--- config.mk ---
export PLATFORM = sky130hd
export DESIGN_NAME = vvtcp_delay
export DESIGN_NICKNAME = d
export VERILOG_FILES = /design/src/hw/rtl/vvtcp_pkg.sv /design/src/hw/rtl/vvtcp_delay.sv
export SDC_FILE = /design/constraint.sdc
export NUM_CORES = 1
export LEC_CHECK = 0
export BUFFER_PORTS_ARGS = -buffer_cell sky130_fd_sc_hd__buf_2
export CAP_MARGIN = 20
export CELL_PAD_IN_SITES_DETAIL_PLACEMENT = 1
export CELL_PAD_IN_SITES_GLOBAL_PLACEMENT = 2
export CORE_MARGIN = 3
export CORE_UTILIZATION = 37
export DETAILED_ROUTE_END_ITERATION = 12
export GPL_TIMING_DRIVEN = 0
export PLACE_DENSITY = 0.62
export SLEW_MARGIN = 10
export SYNTH_ARGS = -nofsm -noshare
export SYNTH_HDL_FRONTEND = slang
export SYNTH_SLANG_ARGS = --single-unit
--- constraint.sdc ---
create_clock -name clk -period 0.8 [get_ports clk]
set_input_delay 0.16 -clock clk [delete_from_list [all_inputs] [get_ports clk]]
set_output_delay 0.16 -clock clk [all_outputs]
set_load 0.02 [all_outputs]
--- src/hw/rtl/vvtcp_pkg.sv ---
package vvtcp_pkg;

  // fixed widths of the coordinate formats
  localparam int unsigned CoordW    = 32;
  localparam int unsigned RowW      = 48;
  localparam int unsigned EntryW    = 16;
  localparam int unsigned CanvasW   = 13;
  localparam int unsigned CodesW    = 5;
  localparam int unsigned RecipW    = 17;
  localparam int unsigned CfgIdxW   = 3;

  // divider geometry: numerator magnitude |x| * W * 2^16 < 2^60, divisor z < 2^31
  localparam int unsigned DivNumW   = 60;
  localparam int unsigned DivDenW   = 31;

  // configuration register indexes
  typedef enum logic [CfgIdxW-1:0] {
    REG_VIEW_POS_X    = 3'd0,
    REG_VIEW_POS_Y    = 3'd1,
    REG_VIEW_POS_Z    = 3'd2,
    REG_RIGHT_ROW     = 3'd3,
    REG_UP_ROW        = 3'd4,
    REG_FORWARD_ROW   = 3'd5,
    REG_CANVAS_WIDTH  = 3'd6,
    REG_CANVAS_HEIGHT = 3'd7
  } cfg_reg_t;

  // one view-space point
  typedef struct packed {
    logic [CoordW-1:0] x;
    logic [CoordW-1:0] y;
    logic [CoordW-1:0] z;
  } view_t;

  // side data that rides along the divider pipeline
  typedef struct packed {
    view_t             view;
    logic [CodesW-1:0] codes;
    logic              pos;
    logic              neg_x;
    logic              neg_y;
  } side_t;

  // signed q2.14 entry k of a packed matrix row
  function automatic logic signed [EntryW-1:0] row_entry(input logic [RowW-1:0] row,
                                                         input int unsigned k);
    row_entry = signed'(row[EntryW*k +: EntryW]);
  endfunction

endpackage

--- src/hw/rtl/vvtcp_delay.sv ---
module vvtcp_delay #(
  parameter int unsigned W     = 8,
  parameter int unsigned DEPTH = vvtcp_pkg::DivNumW
) (
  input  logic         clk,
  input  logic         rst_n,
  input  logic         en,
  input  logic         valid_i,
  input  logic [W-1:0] data_i,
  output logic         valid_o,
  output logic [W-1:0] data_o
);
  logic [DEPTH-1:0] v_r;
  logic [W-1:0]     d_r [DEPTH];

  // valid bits
  always_ff @(posedge clk) begin
    if (!rst_n) begin
      v_r <= '0;
    end else if (en) begin
      v_r <= {v_r[DEPTH-2:0], valid_i};
    end
  end

  // payload taps
  always_ff @(posedge clk) begin
    if (en) begin
      d_r[0] <= data_i;
      for (int i = 1; i < DEPTH; i++) begin
        d_r[i] <= d_r[i-1];
      end
    end
  end

  assign valid_o = v_r[DEPTH-1];
  assign data_o  = d_r[DEPTH-1];
endmodule
* Yosys cells after proc, flatten, opt, wreduce, memory -nomap -nowiden
Memories as Yosys holds them, arrays and structs flattened.
Index checks and enable logic that the tools add are counted.
W data, S select, Z words.
** Word-level totals
- Flip-flop bits (word level) :: 60
- Memory bits (writable) :: 480
- Input port bits :: 12
- Output and inout port bits :: 9
- Logic and storage cells :: 4
- Memories kept :: 1
** Cells by class
- Muxes and demuxes :: 2
** Memory list
- d_r :: words 60, width 8, read ports 60, clocked after Yosys merged registers in 0, write ports 60, RTL line vvtcp_delay.sv:14 : logic [W-1:0] d_r [DEPTH];
** Operators by type and width (count)
- $mux W1 :: 2

* Depth between registers and ports, before layout
Gate-level depths: netlist (run 1).
- Word-level depth :: 2
- Gate-level depth with buffers :: 4
- Depth with buffers taken out :: 2

* Worst setup path after synthesis (run 1)
Ideal clock, no wire load.
- Path type :: input to register
- Start point :: in en
- End point :: reg v_r[0]
- Setup time :: 0.116 ns
- Arrival :: 0.658 ns
- Required time :: 0.684 ns
- Slack :: 0.026 ns
- Stages :: 4
- Buffers on the path :: 2
- Cell sequence :: buf_6 > buf_8 > mux2i_1 > nor2b_1
** RTL lines
- start: declaration :: RTL line vvtcp_delay.sv:7 : input logic en,
- end signal: assignment :: RTL line vvtcp_delay.sv:21 : v_r <= {v_r[DEPTH-2:0], valid_i};
- end: declaration :: RTL line vvtcp_delay.sv:13 : logic [DEPTH-1:0] v_r;

==> flow_summary.yaml, run 1 <==
global_routing:
  grt_pass1_vias: 6461
  grt_use_met3: 0.02419
  grt_pass1_wl_um: 34730
  use_met1: 0.1264
  antenna_found_initial: 0
  grtUsageTotal: 0.09073
  grt.met2_usage: 0.1363
  grt_max_degree: 67
  grt-ovfl-total: 0
  busiest_layer: "met2"
sta:
  slew_violations: 0
  rsz0062_at_grt: "yes"
  period_share: 1.545
  fin_hold_ws_ns: -0.07441
  max_slew_margin: 0.7694
  hold_viol_final: 13
  setup_slack_ns: -0.4361
  max_freq_mhz: 809.0
  min_period_ns: 1.236
  finalSetupViolCount: 9
  worstMarginPinSlew_ns: 0.3460
  fin_skew_ns: 0.01209
floorplan:
  io_pins: 21
  chipHeight_um: 218.5
  coreArea_sq_um: 44410
  die_area_sq_um: 47760
  die_width_um: 218.5
  initial_core_util: 0.3763
  rows: 77
cts:
  htreeDepth: 2
  clk_path_buf_depth: 3
  numCtsBuffers: 52
  cts_root_buf: "clkbuf_16"
  cts.sinks: 540
  clock_latency_ns: 0.56
  cts_hold_buf: 10
  clkSlewWorstSetupHoldPaths_ns: 0.06
  cts_tree: "built"
detailed_routing:
  viasPerCell: 4.340
  wire_per_inst_um: 15.07
  drt_first_pass_iters: 4
  vias: 6098
  ant_nets: 0
  drc: 0
  routed_wl_um: 21170
  initialDrtViolationCount: 522
setup_path:
  crit_fanout: 1
  cp_cell_sequence: "buf_6"
  cp_slowest_cell: "edfxtp_1"
  start_kind: "register"
  arrival_ns: 1.08
  crit_family: "flip-flops"
  max_stage_delay_ns: 0.38
  path_class: "reg -> out"
  critical_path.endpoint_type: "primary output"
  required_ns: 0.64
  path_buf_inv: 1
yosys:
  yosys.area_share.adder: 0
  ys_seq_area_frac: 0.9342
  synth_top_family_by_area: "multiplexers"
  synth_cell_types: 7
  synth.area.top_cells: "edfxtp_1 (86%), dfxtp_1 (7.2%), mux2i_1 (3.6%), nor2b_1 (2.2%), buf_8 (0.54%)"
  yosys_warnings: 0
  synth_area_leader_cell: "edfxtp_1"
  syn_nets: 685
  syn_avg_cell_area_sq_um: 24.84
  netlist_instances: 673
  synthMuxAreaShare: 0.03593
  synth-compound-area-share: 0
  netlist.area_leader.share: 0.8623
  synthSimpleGateAreaFrac: 0.02246
  ys_seq_elements: 540
  synth_xor_xnor_area_share: 0
  syn_area_sq_um: 16710
placement:
  io_buffers: 19
  place_area_sq_um: 17670
  hpwl_um: 9534
  gp_congestion: 0.6432
flow_run:
  maxCapViolations: 0
final_layout:
  syn_to_final_growth_pct: 19.07
  nNetsFinal: 785
  design_area_sq_um: 19900
  layout.cells.most_common: "edfxtp_1"
  antenna_cells: 0
  final_cell_mix: "edfxtp_1 (480), nor2b_1 (60), dfxtp_1 (59)"
  post-route-util: 0.4481
  layout-drive-gt1-share: 0.1451
power:
  power.density_nw_per_um2: 2911
  vdd_drop_max_v: 0.002009
  leakagePower_nw: 6.861
worst_hold_path:
  worst_hold_path_type: "in -> reg"
outcome:
  status: "complete, but fails checks"
  violations: "negative hold slack, negative setup slack"
[metrics by stage]
step                hold WS [ns]  TNS (ns)  worst slack, ns  total power, mW  std cells
finish                  -0.07441    -3.751          -0.4361            57.94       1405
global route            -0.09808    -4.201          -0.5007            60.36       1405
CTS                      -0.1101    -6.581          -0.4803            58.99       1404
detailed placement        0.3388   -528.73           -1.603            34.12       1288
global placement          0.3394  -3583.57           -7.105            34.21       1284
floorplan                 0.2589         0          0.02644            33.33        673
[synth_stat cells]
cell type  count
edfxtp_1     480
buf_8          6
buf_6          1
clkbuf_1       6
dfxtp_1       60
mux2i_1       60
nor2b_1       60
[power by group]
group	leakage [nW]	total (mW)	internal [mW]	switching, mW
registers	5.18	32.6	32.3	0.373
logic	0.854	1.17	0.507	0.662
clock network	0.825	24.1	14.4	9.74
total	6.86	57.9	47.2	10.8
[worst paths after layout]
path / start / endpoint / slack (ns) / depth (start not counted)
setup / recovery: d_r[59][2] / data_o[2] / -0.44 / 1
hold / removal: en / d_r[37][3] / -0.07 / 1
setup reg to reg: v_r[10] / v_r[11] / 0.11 / 2
hold reg to reg: d_r[3][6] / d_r[4][6] / 0.41 / 0
[timing repair]
item | in CTS | in global routing
gates cloned | 10 | 0
gates resized for setup | 15 | 9
endpoints found under the setup margin | 402 | 115
endpoints found under the hold margin | 95 | 24
pin swaps | 0 | 0
setup buffers | 2 | 1
[metal layers]
layer,routed length (um),part of all wire,vias to the layer above
met4,735,0.035,0
li1,-,-,2823
met3,925,0.044,57
met5,0,0,-
met2,9569,0.45,101
met1,9942,0.47,3117
[final cells by class]
type / count / area [sq um]
buffer: 13 / 153.9
clock buffer: 64 / 1368
clock inverter: 30 / 335.3
fill: 3962 / 24510
multi-input combinational: 120 / 983.4
sequential: 540 / 15620
tap: 592 / 740.7
timing repair buffer: 46 / 705.7
[worst reg2reg max path: cells and delay by family, from the launching register on]
family	cells	cell delay [ns]
multiplexers	1	0.19
flip-flops	1	0.33
AND/OR/NAND/NOR	1	0.06
[sequential cells by signal (all words and copies together), names as in the netlist]
name / cells
d_r: 480
v_r: 60
[logic make-up (layout without fill, tap and decap cells)]
group	after synthesis	in the layout
buffers and inverters	13	153
DFF	540	540
muxes	60	60
and+or+nand+nor	60	60
No activity file was read; power rests on OpenSTA's default activity.
==> run 2: changes to the inputs <==
--- a/config.mk
+++ b/config.mk
@@ -5,6 +5,7 @@
 export SDC_FILE = /design/constraint.sdc
 export NUM_CORES = 1
 export LEC_CHECK = 0
+export ABC_AREA = 1
 export BUFFER_PORTS_ARGS = -buffer_cell sky130_fd_sc_hd__buf_2
 export CAP_MARGIN = 20
 export CELL_PAD_IN_SITES_DETAIL_PLACEMENT = 1
@@ -13,7 +14,7 @@
 export CORE_UTILIZATION = 37
 export DETAILED_ROUTE_END_ITERATION = 12
 export GPL_TIMING_DRIVEN = 0
-export PLACE_DENSITY = 0.62
+export PLACE_DENSITY = 0.64
 export SLEW_MARGIN = 10
 export SYNTH_ARGS = -nofsm -noshare
 export SYNTH_HDL_FRONTEND = slang
==> run 2 against run 1 <==
Net effect:
- the run still ends with negative hold slack, negative setup slack left
- wire length shrank 0.85%
- total power shrank 0.58%
- sequential power is essentially flat
- via count grew 9.0%
- utilization shrank 0.58 points
- count of clock-buffer cells in the layout shrank 2
- non-clock buffer count shrank 2
- critical endpoint is now data_o[1]
- highest routed layer unchanged
==> flow_summary.yaml, run 2 <==
setup_path:
  max_stage_delay_ns: 0.38
  critical_path.endpoint_type: "primary output"
  path_buf_inv: 1
  arrival_ns: 1.10
  crit_family: "flip-flops"
  cp_cell_sequence: "buf_6"
  path_class: "reg -> out"
  start_kind: "register"
  cp_slowest_cell: "edfxtp_1"
  required_ns: 0.64
  crit_fanout: 1
floorplan:
  die_area_sq_um: 48130
  die_width_um: 219.4
  io_pins: 21
  coreArea_sq_um: 44610
  rows: 77
  initial_core_util: 0.3777
  chipHeight_um: 219.4
yosys:
  synth_common_cells: "edfxtp_1 (480), nand2_1 (120), nor2_1 (120), dfxtp_1 (60), inv_1 (60)"
  synth-edff-count: 480
  syn_avg_cell_area_sq_um: 19.59
  synth_top_family_by_area: "simple AND/OR/NAND/NOR gates"
  synth.area.top_cells: "edfxtp_1 (86%), dfxtp_1 (7.1%), nand2_1 (2.7%), nor2_1 (2.7%), inv_1 (1.3%)"
  synth_ff_type: "edfxtp_1"
  ys_seq_elements: 540
  syn_nets: 872
  synthMuxAreaShare: 0
  syn_area_sq_um: 16850
  synth_xor_xnor_area_share: 0
  synth_cell_types: 7
  synth.most_common_cell: "edfxtp_1"
  yosys_warnings: 0
  yosys.area_share.adder: 0
  ys_async_sr_fraction: 0
  ys_seq_area_frac: 0.9268
  synth-compound-area-share: 0
  synthSimpleGateAreaFrac: 0.05347
  synth_area_leader_cell: "edfxtp_1"
  netlist_instances: 860
  netlist.area_leader.share: 0.8555
placement:
  place_area_sq_um: 17800
  gp_congestion: 0.6420
  io_buffers: 19
  hpwl_um: 9179
global_routing:
  grt_use_met3: 0.02506
  grt_pass1_vias: 6604
  grt.met2_usage: 0.1169
  grtUsageTotal: 0.08893
  grt-ovfl-total: 0
  grt_pass1_wl_um: 34560
  antenna_found_initial: 0
  busiest_layer: "met1"
  grt_max_degree: 120
  use_met1: 0.1355
sta:
  max_freq_mhz: 793.0
  period_share: 1.576
  hold_viol_final: 52
  rsz0062_at_grt: "yes"
  fin_skew_ns: 0.01273
  tns_ns: -3.999
  max_slew_margin: 0.7738
  setup_slack_ns: -0.4611
  min_period_ns: 1.261
  slew_violations: 0
  worstMarginPinSlew_ns: 0.3393
  fin_hold_ws_ns: -0.07573
  finalSetupViolCount: 9
final_layout:
  nNetsFinal: 964
  top_regs: "d_r x480, v_r x60"
  antenna_cells: 0
  largest_register_ff_count: 480
  layout.cells.most_common: "edfxtp_1"
  design_area_sq_um: 19730
  final_cell_mix: "edfxtp_1 (480), nor2_1 (120), nand2_1 (120)"
  syn_to_final_growth_pct: 17.10
  layout-drive-gt1-share: 0.1246
  regMostFlops: "d_r"
detailed_routing:
  routed_wl_um: 20990
  drt_first_pass_iters: 4
  viasPerCell: 4.189
  ant_nets: 0
  wire_per_inst_um: 13.23
  drc: 0
  vias: 6648
  initialDrtViolationCount: 535
cts:
  clkSlewWorstSetupHoldPaths_ns: 0.06
  htreeDepth: 2
  clk_path_buf_depth: 3
  numCtsBuffers: 53
  cts_tree: "built"
  cts.sinks: 540
  cts_root_buf: "clkbuf_16"
  post_cts_buffers: 0
  cts_hold_buf: 9
  clock_latency_ns: 0.58
outcome:
  status: "complete, but fails checks"
  violations: "negative hold slack, negative setup slack"
worst_hold_path:
  worst_hold_path_type: "in -> reg"
flow_run:
  maxCapViolations: 0
power:
  power.density_nw_per_um2: 2920
  vdd_drop_max_v: 0.001838
  leakagePower_nw: 7.055
## run 2: final timing paths
kind         slack [ns]    endpoint       start  cells after the start
max               -0.46   data_o[1]  d_r[59][1]                      1
min               -0.08   d_r[4][3]          en                      1
max reg2reg        0.12  d_r[54][3]  d_r[53][3]                      0
min reg2reg        0.41  d_r[32][4]  d_r[31][4]                      0
## run 2: logic make-up after synthesis
family / count (synthesis)
buf+inv: 80
simple gates: 240
flops: 540
## run 2: per-stage QoR
step	utilization	total power [mW]	hold slack, ns	setup slack [ns]	instances
after CTS	0.4397	58.63	-0.04063	-0.5145	1584
after floorplan	-	33.86	0.2589	0.09367	860
after global placement	0.3965	34.91	0.3379	-7.703	1471
final	0.4423	57.60	-0.07573	-0.4611	1587
after detailed placement	0.3991	34.75	0.3387	-0.7720	1475
after global routing	0.4423	60.13	-0.09272	-0.5400	1587
## run 2: routing by layer
metal | part of all wire | routed length, um
met1 | 0.51 | 10690
met2 | 0.42 | 8762
met3 | 0.043 | 909
met4 | 0.030 | 634
met5 | 0 | 0
## run 2: area by class of cell
class / instances / area, sq um
inverters: 60 / 225.2
repair buffers: 37 / 503.0
flip-flops and latches: 540 / 15620
clock inverters: 36 / 276.5
well taps: 592 / 740.7
multi-input cells: 240 / 900.9
clock buffers: 62 / 1360
plain buffers: 20 / 107.6
fillers: 4200 / 24880
## run 2: what timing repair did
action	in CTS	in global routing
hold endpoints to repair	61	52
gates resized for setup	6	14
gates cloned	2	3
setup endpoints to repair	372	247
## run 2: where the power goes
group,switching (mW),internal [mW]
combinational,0.904,0.454
clock,10.1,13.2
sequential,0.449,32.5
==> run 3: changes to the inputs <==
--- a/config.mk
+++ b/config.mk
@@ -5,16 +5,16 @@
 export SDC_FILE = /design/constraint.sdc
 export NUM_CORES = 1
 export LEC_CHECK = 0
-export ABC_AREA = 1
+export ABC_AREA = 0
 export BUFFER_PORTS_ARGS = -buffer_cell sky130_fd_sc_hd__buf_2
 export CAP_MARGIN = 20
 export CELL_PAD_IN_SITES_DETAIL_PLACEMENT = 1
 export CELL_PAD_IN_SITES_GLOBAL_PLACEMENT = 2
 export CORE_MARGIN = 3
-export CORE_UTILIZATION = 37
+export CORE_UTILIZATION = 40
 export DETAILED_ROUTE_END_ITERATION = 12
 export GPL_TIMING_DRIVEN = 0
-export PLACE_DENSITY = 0.64
+export PLACE_DENSITY = 0.66
 export SLEW_MARGIN = 10
 export SYNTH_ARGS = -nofsm -noshare
 export SYNTH_HDL_FRONTEND = slang
==> run 3 against run 2 <==
Net effect:
- the flow still finishes with violations (negative hold slack, negative setup slack)
- utilization up 3.4 points
- combinational power shrank 25%
- global-route usage increased by 0.64 points
- sequential power hardly changed
- register-to-register slack got worse by 0.03 ns
- non-clock buffer count is 6 lower
- critical path type unchanged
- highest routed layer unchanged
==> flow_summary.yaml, run 3 (synthesis gave the netlist of run 1 again) <==
sta:
  slew_violations: 0
  max_freq_mhz: 809.1
  tns_ns: -3.723
  worstMarginPinSlew_ns: 0.6715
  min_period_ns: 1.236
  rsz0062_at_grt: "yes"
  setup_slack_ns: -0.4359
  finalSetupViolCount: 9
  period_share: 1.545
  fin_hold_ws_ns: -0.04319
  hold_viol_final: 10
  max_slew_margin: 0.5523
  fin_skew_ns: 0.01162
cts:
  cts_root_buf: "clkbuf_16"
  cts.sinks: 540
  cts_hold_buf: 10
  clock_latency_ns: 0.55
  htreeDepth: 2
  cts_tree: "built"
  numCtsBuffers: 51
  clk_path_buf_depth: 3
  clkSlewWorstSetupHoldPaths_ns: 0.06
worst_hold_path:
  min_path_cells: 1
  worstHoldStart: "en"
  worst_hold_path_type: "in -> reg"
  holdPathEnd: "d_r[56][1]"
setup_path:
  crit_fanout: 1
  worstReg2RegEnd: "v_r[21]"
  path_buf_inv: 1
  critical_path.endpoint_type: "primary output"
  worst_r2r_path_depth: 2
  arrival_ns: 1.08
  cp_slowest_cell: "edfxtp_1"
  start_kind: "register"
  path_class: "reg -> out"
  r2r_start: "v_r[20]"
  max_stage_delay_ns: 0.38
  crit_family: "flip-flops"
  rrSetupSlack_ns: 0.09
  required_ns: 0.64
  cp_cell_sequence: "buf_6"
placement:
  hpwl_um: 9733
  post-place-ws_ns: -1.567
  gp_congestion: 0.6481
  io_buffers: 19
power:
  power.density_nw_per_um2: 2901
  finalPower_mw: 56.66
  leakagePower_nw: 6.723
  vdd_drop_max_v: 0.002217
final_layout:
  nFillCells: 3628
  layout.cells.most_common: "edfxtp_1"
  largest_register_ff_count: 480
  antenna_cells: 0
  syn_to_final_growth_pct: 16.86
  final_cell_mix: "edfxtp_1 (480), mux2i_1 (60), nor2b_1 (60)"
  layout-drive-gt1-share: 0.1390
  nNetsFinal: 776
  top_regs: "d_r x480, v_r x60"
  post-route-util: 0.4762
  regMostFlops: "d_r"
global_routing:
  grt-ovfl-total: 0
  grtUsageTotal: 0.09532
  antenna_found_initial: 0
  grt_max_degree: 132
  grt_pass1_wl_um: 34240
  grt_pass1_vias: 6382
floorplan:
  die_width_um: 210.4
  io_pins: 21
  initial_core_util: 0.4075
  coreArea_sq_um: 41020
  die_area_sq_um: 44280
  chipHeight_um: 210.4
  rows: 74
detailed_routing:
  ant_nets: 0
  viasPerCell: 4.487
  vias: 6003
  drc: 0
  drt_first_pass_iters: 4
  top_layer_used: "met4"
  wl_met1_um: 9524
  initialDrtViolationCount: 379
  wl_met3_um: 849
  routed_wl_um: 20870
  wire_per_inst_um: 15.60
  dr_wl_met2_um: 9957
flow_run:
  maxCapViolations: 0
outcome:
  status: "complete, but fails checks"
  violations: "negative hold slack, negative setup slack"
[run 3: what timing repair did]
item | in CTS | in global routing
buffers inserted | 0 | 0
gates resized for setup | 7 | 9
endpoints found under the setup margin | 432 | 69
cloned | 6 | 0
endpoints found under the hold margin | 88 | 26
[run 3: power breakdown]
part / internal, mW / switching [mW] / leakage, nW / total, mW
combinational: 0.394 / 0.630 / 0.755 / 1.02
clock: 13.3 / 9.66 / 0.786 / 23.0
sequential: 32.3 / 0.389 / 5.18 / 32.7
[run 3: layer usage]
layer / vias to the layer above / GRT usage
li1: 2809 / -
met1: 3055 / 0.1297
met2: 87 / 0.1512
met3: 52 / 0.02560
met4: 0 / 0.03164
met5: - / 0
[run 3: final cells by class]
type | count | area [sq um] | share of cell area
flip-flops and latches | 540 | 15620 | 0.7994
clock buffers | 56 | 1295 | 0.06630
well taps | 532 | 665.6 | 0.03408
repair buffers | 38 | 529.3 | 0.02709
multi-input cells | 120 | 975.9 | 0.04996
clock inverters | 39 | 326.6 | 0.01672
plain buffers | 13 | 125.1 | 0.006405
[run 3: worst max-delay path by stage]
stage / startpoint / end / slack, ns / depth (start not counted)
floorplan: en / v_r[0] / 0.03 / 4
global placement: en / v_r[0] / -7.02 / 5
detailed placement: en / v_r[21] / -1.57 / 6
CTS: d_r[59][6] / data_o[6] / -0.48 / 1
global route: d_r[59][7] / data_o[7] / -0.50 / 1
finish: d_r[59][3] / data_o[3] / -0.44 / 1
[run 3: worst register-to-register path, delay by kind of cell, from the launching register on]
family / cells / cell delay (ns)
muxes: 1 / 0.21
DFF: 1 / 0.32
and+or+nand+nor: 1 / 0.07
[run 3: stage by stage]
| step | area (sq um) | cells |
|---|---|---|
| global placement | 17480 | 1224 |
| floorplan | 16710 | 673 |
| global route | 19530 | 1338 |
| finish | 19530 | 1338 |
| CTS | 19510 | 1338 |
| detailed placement | 17570 | 1227 |
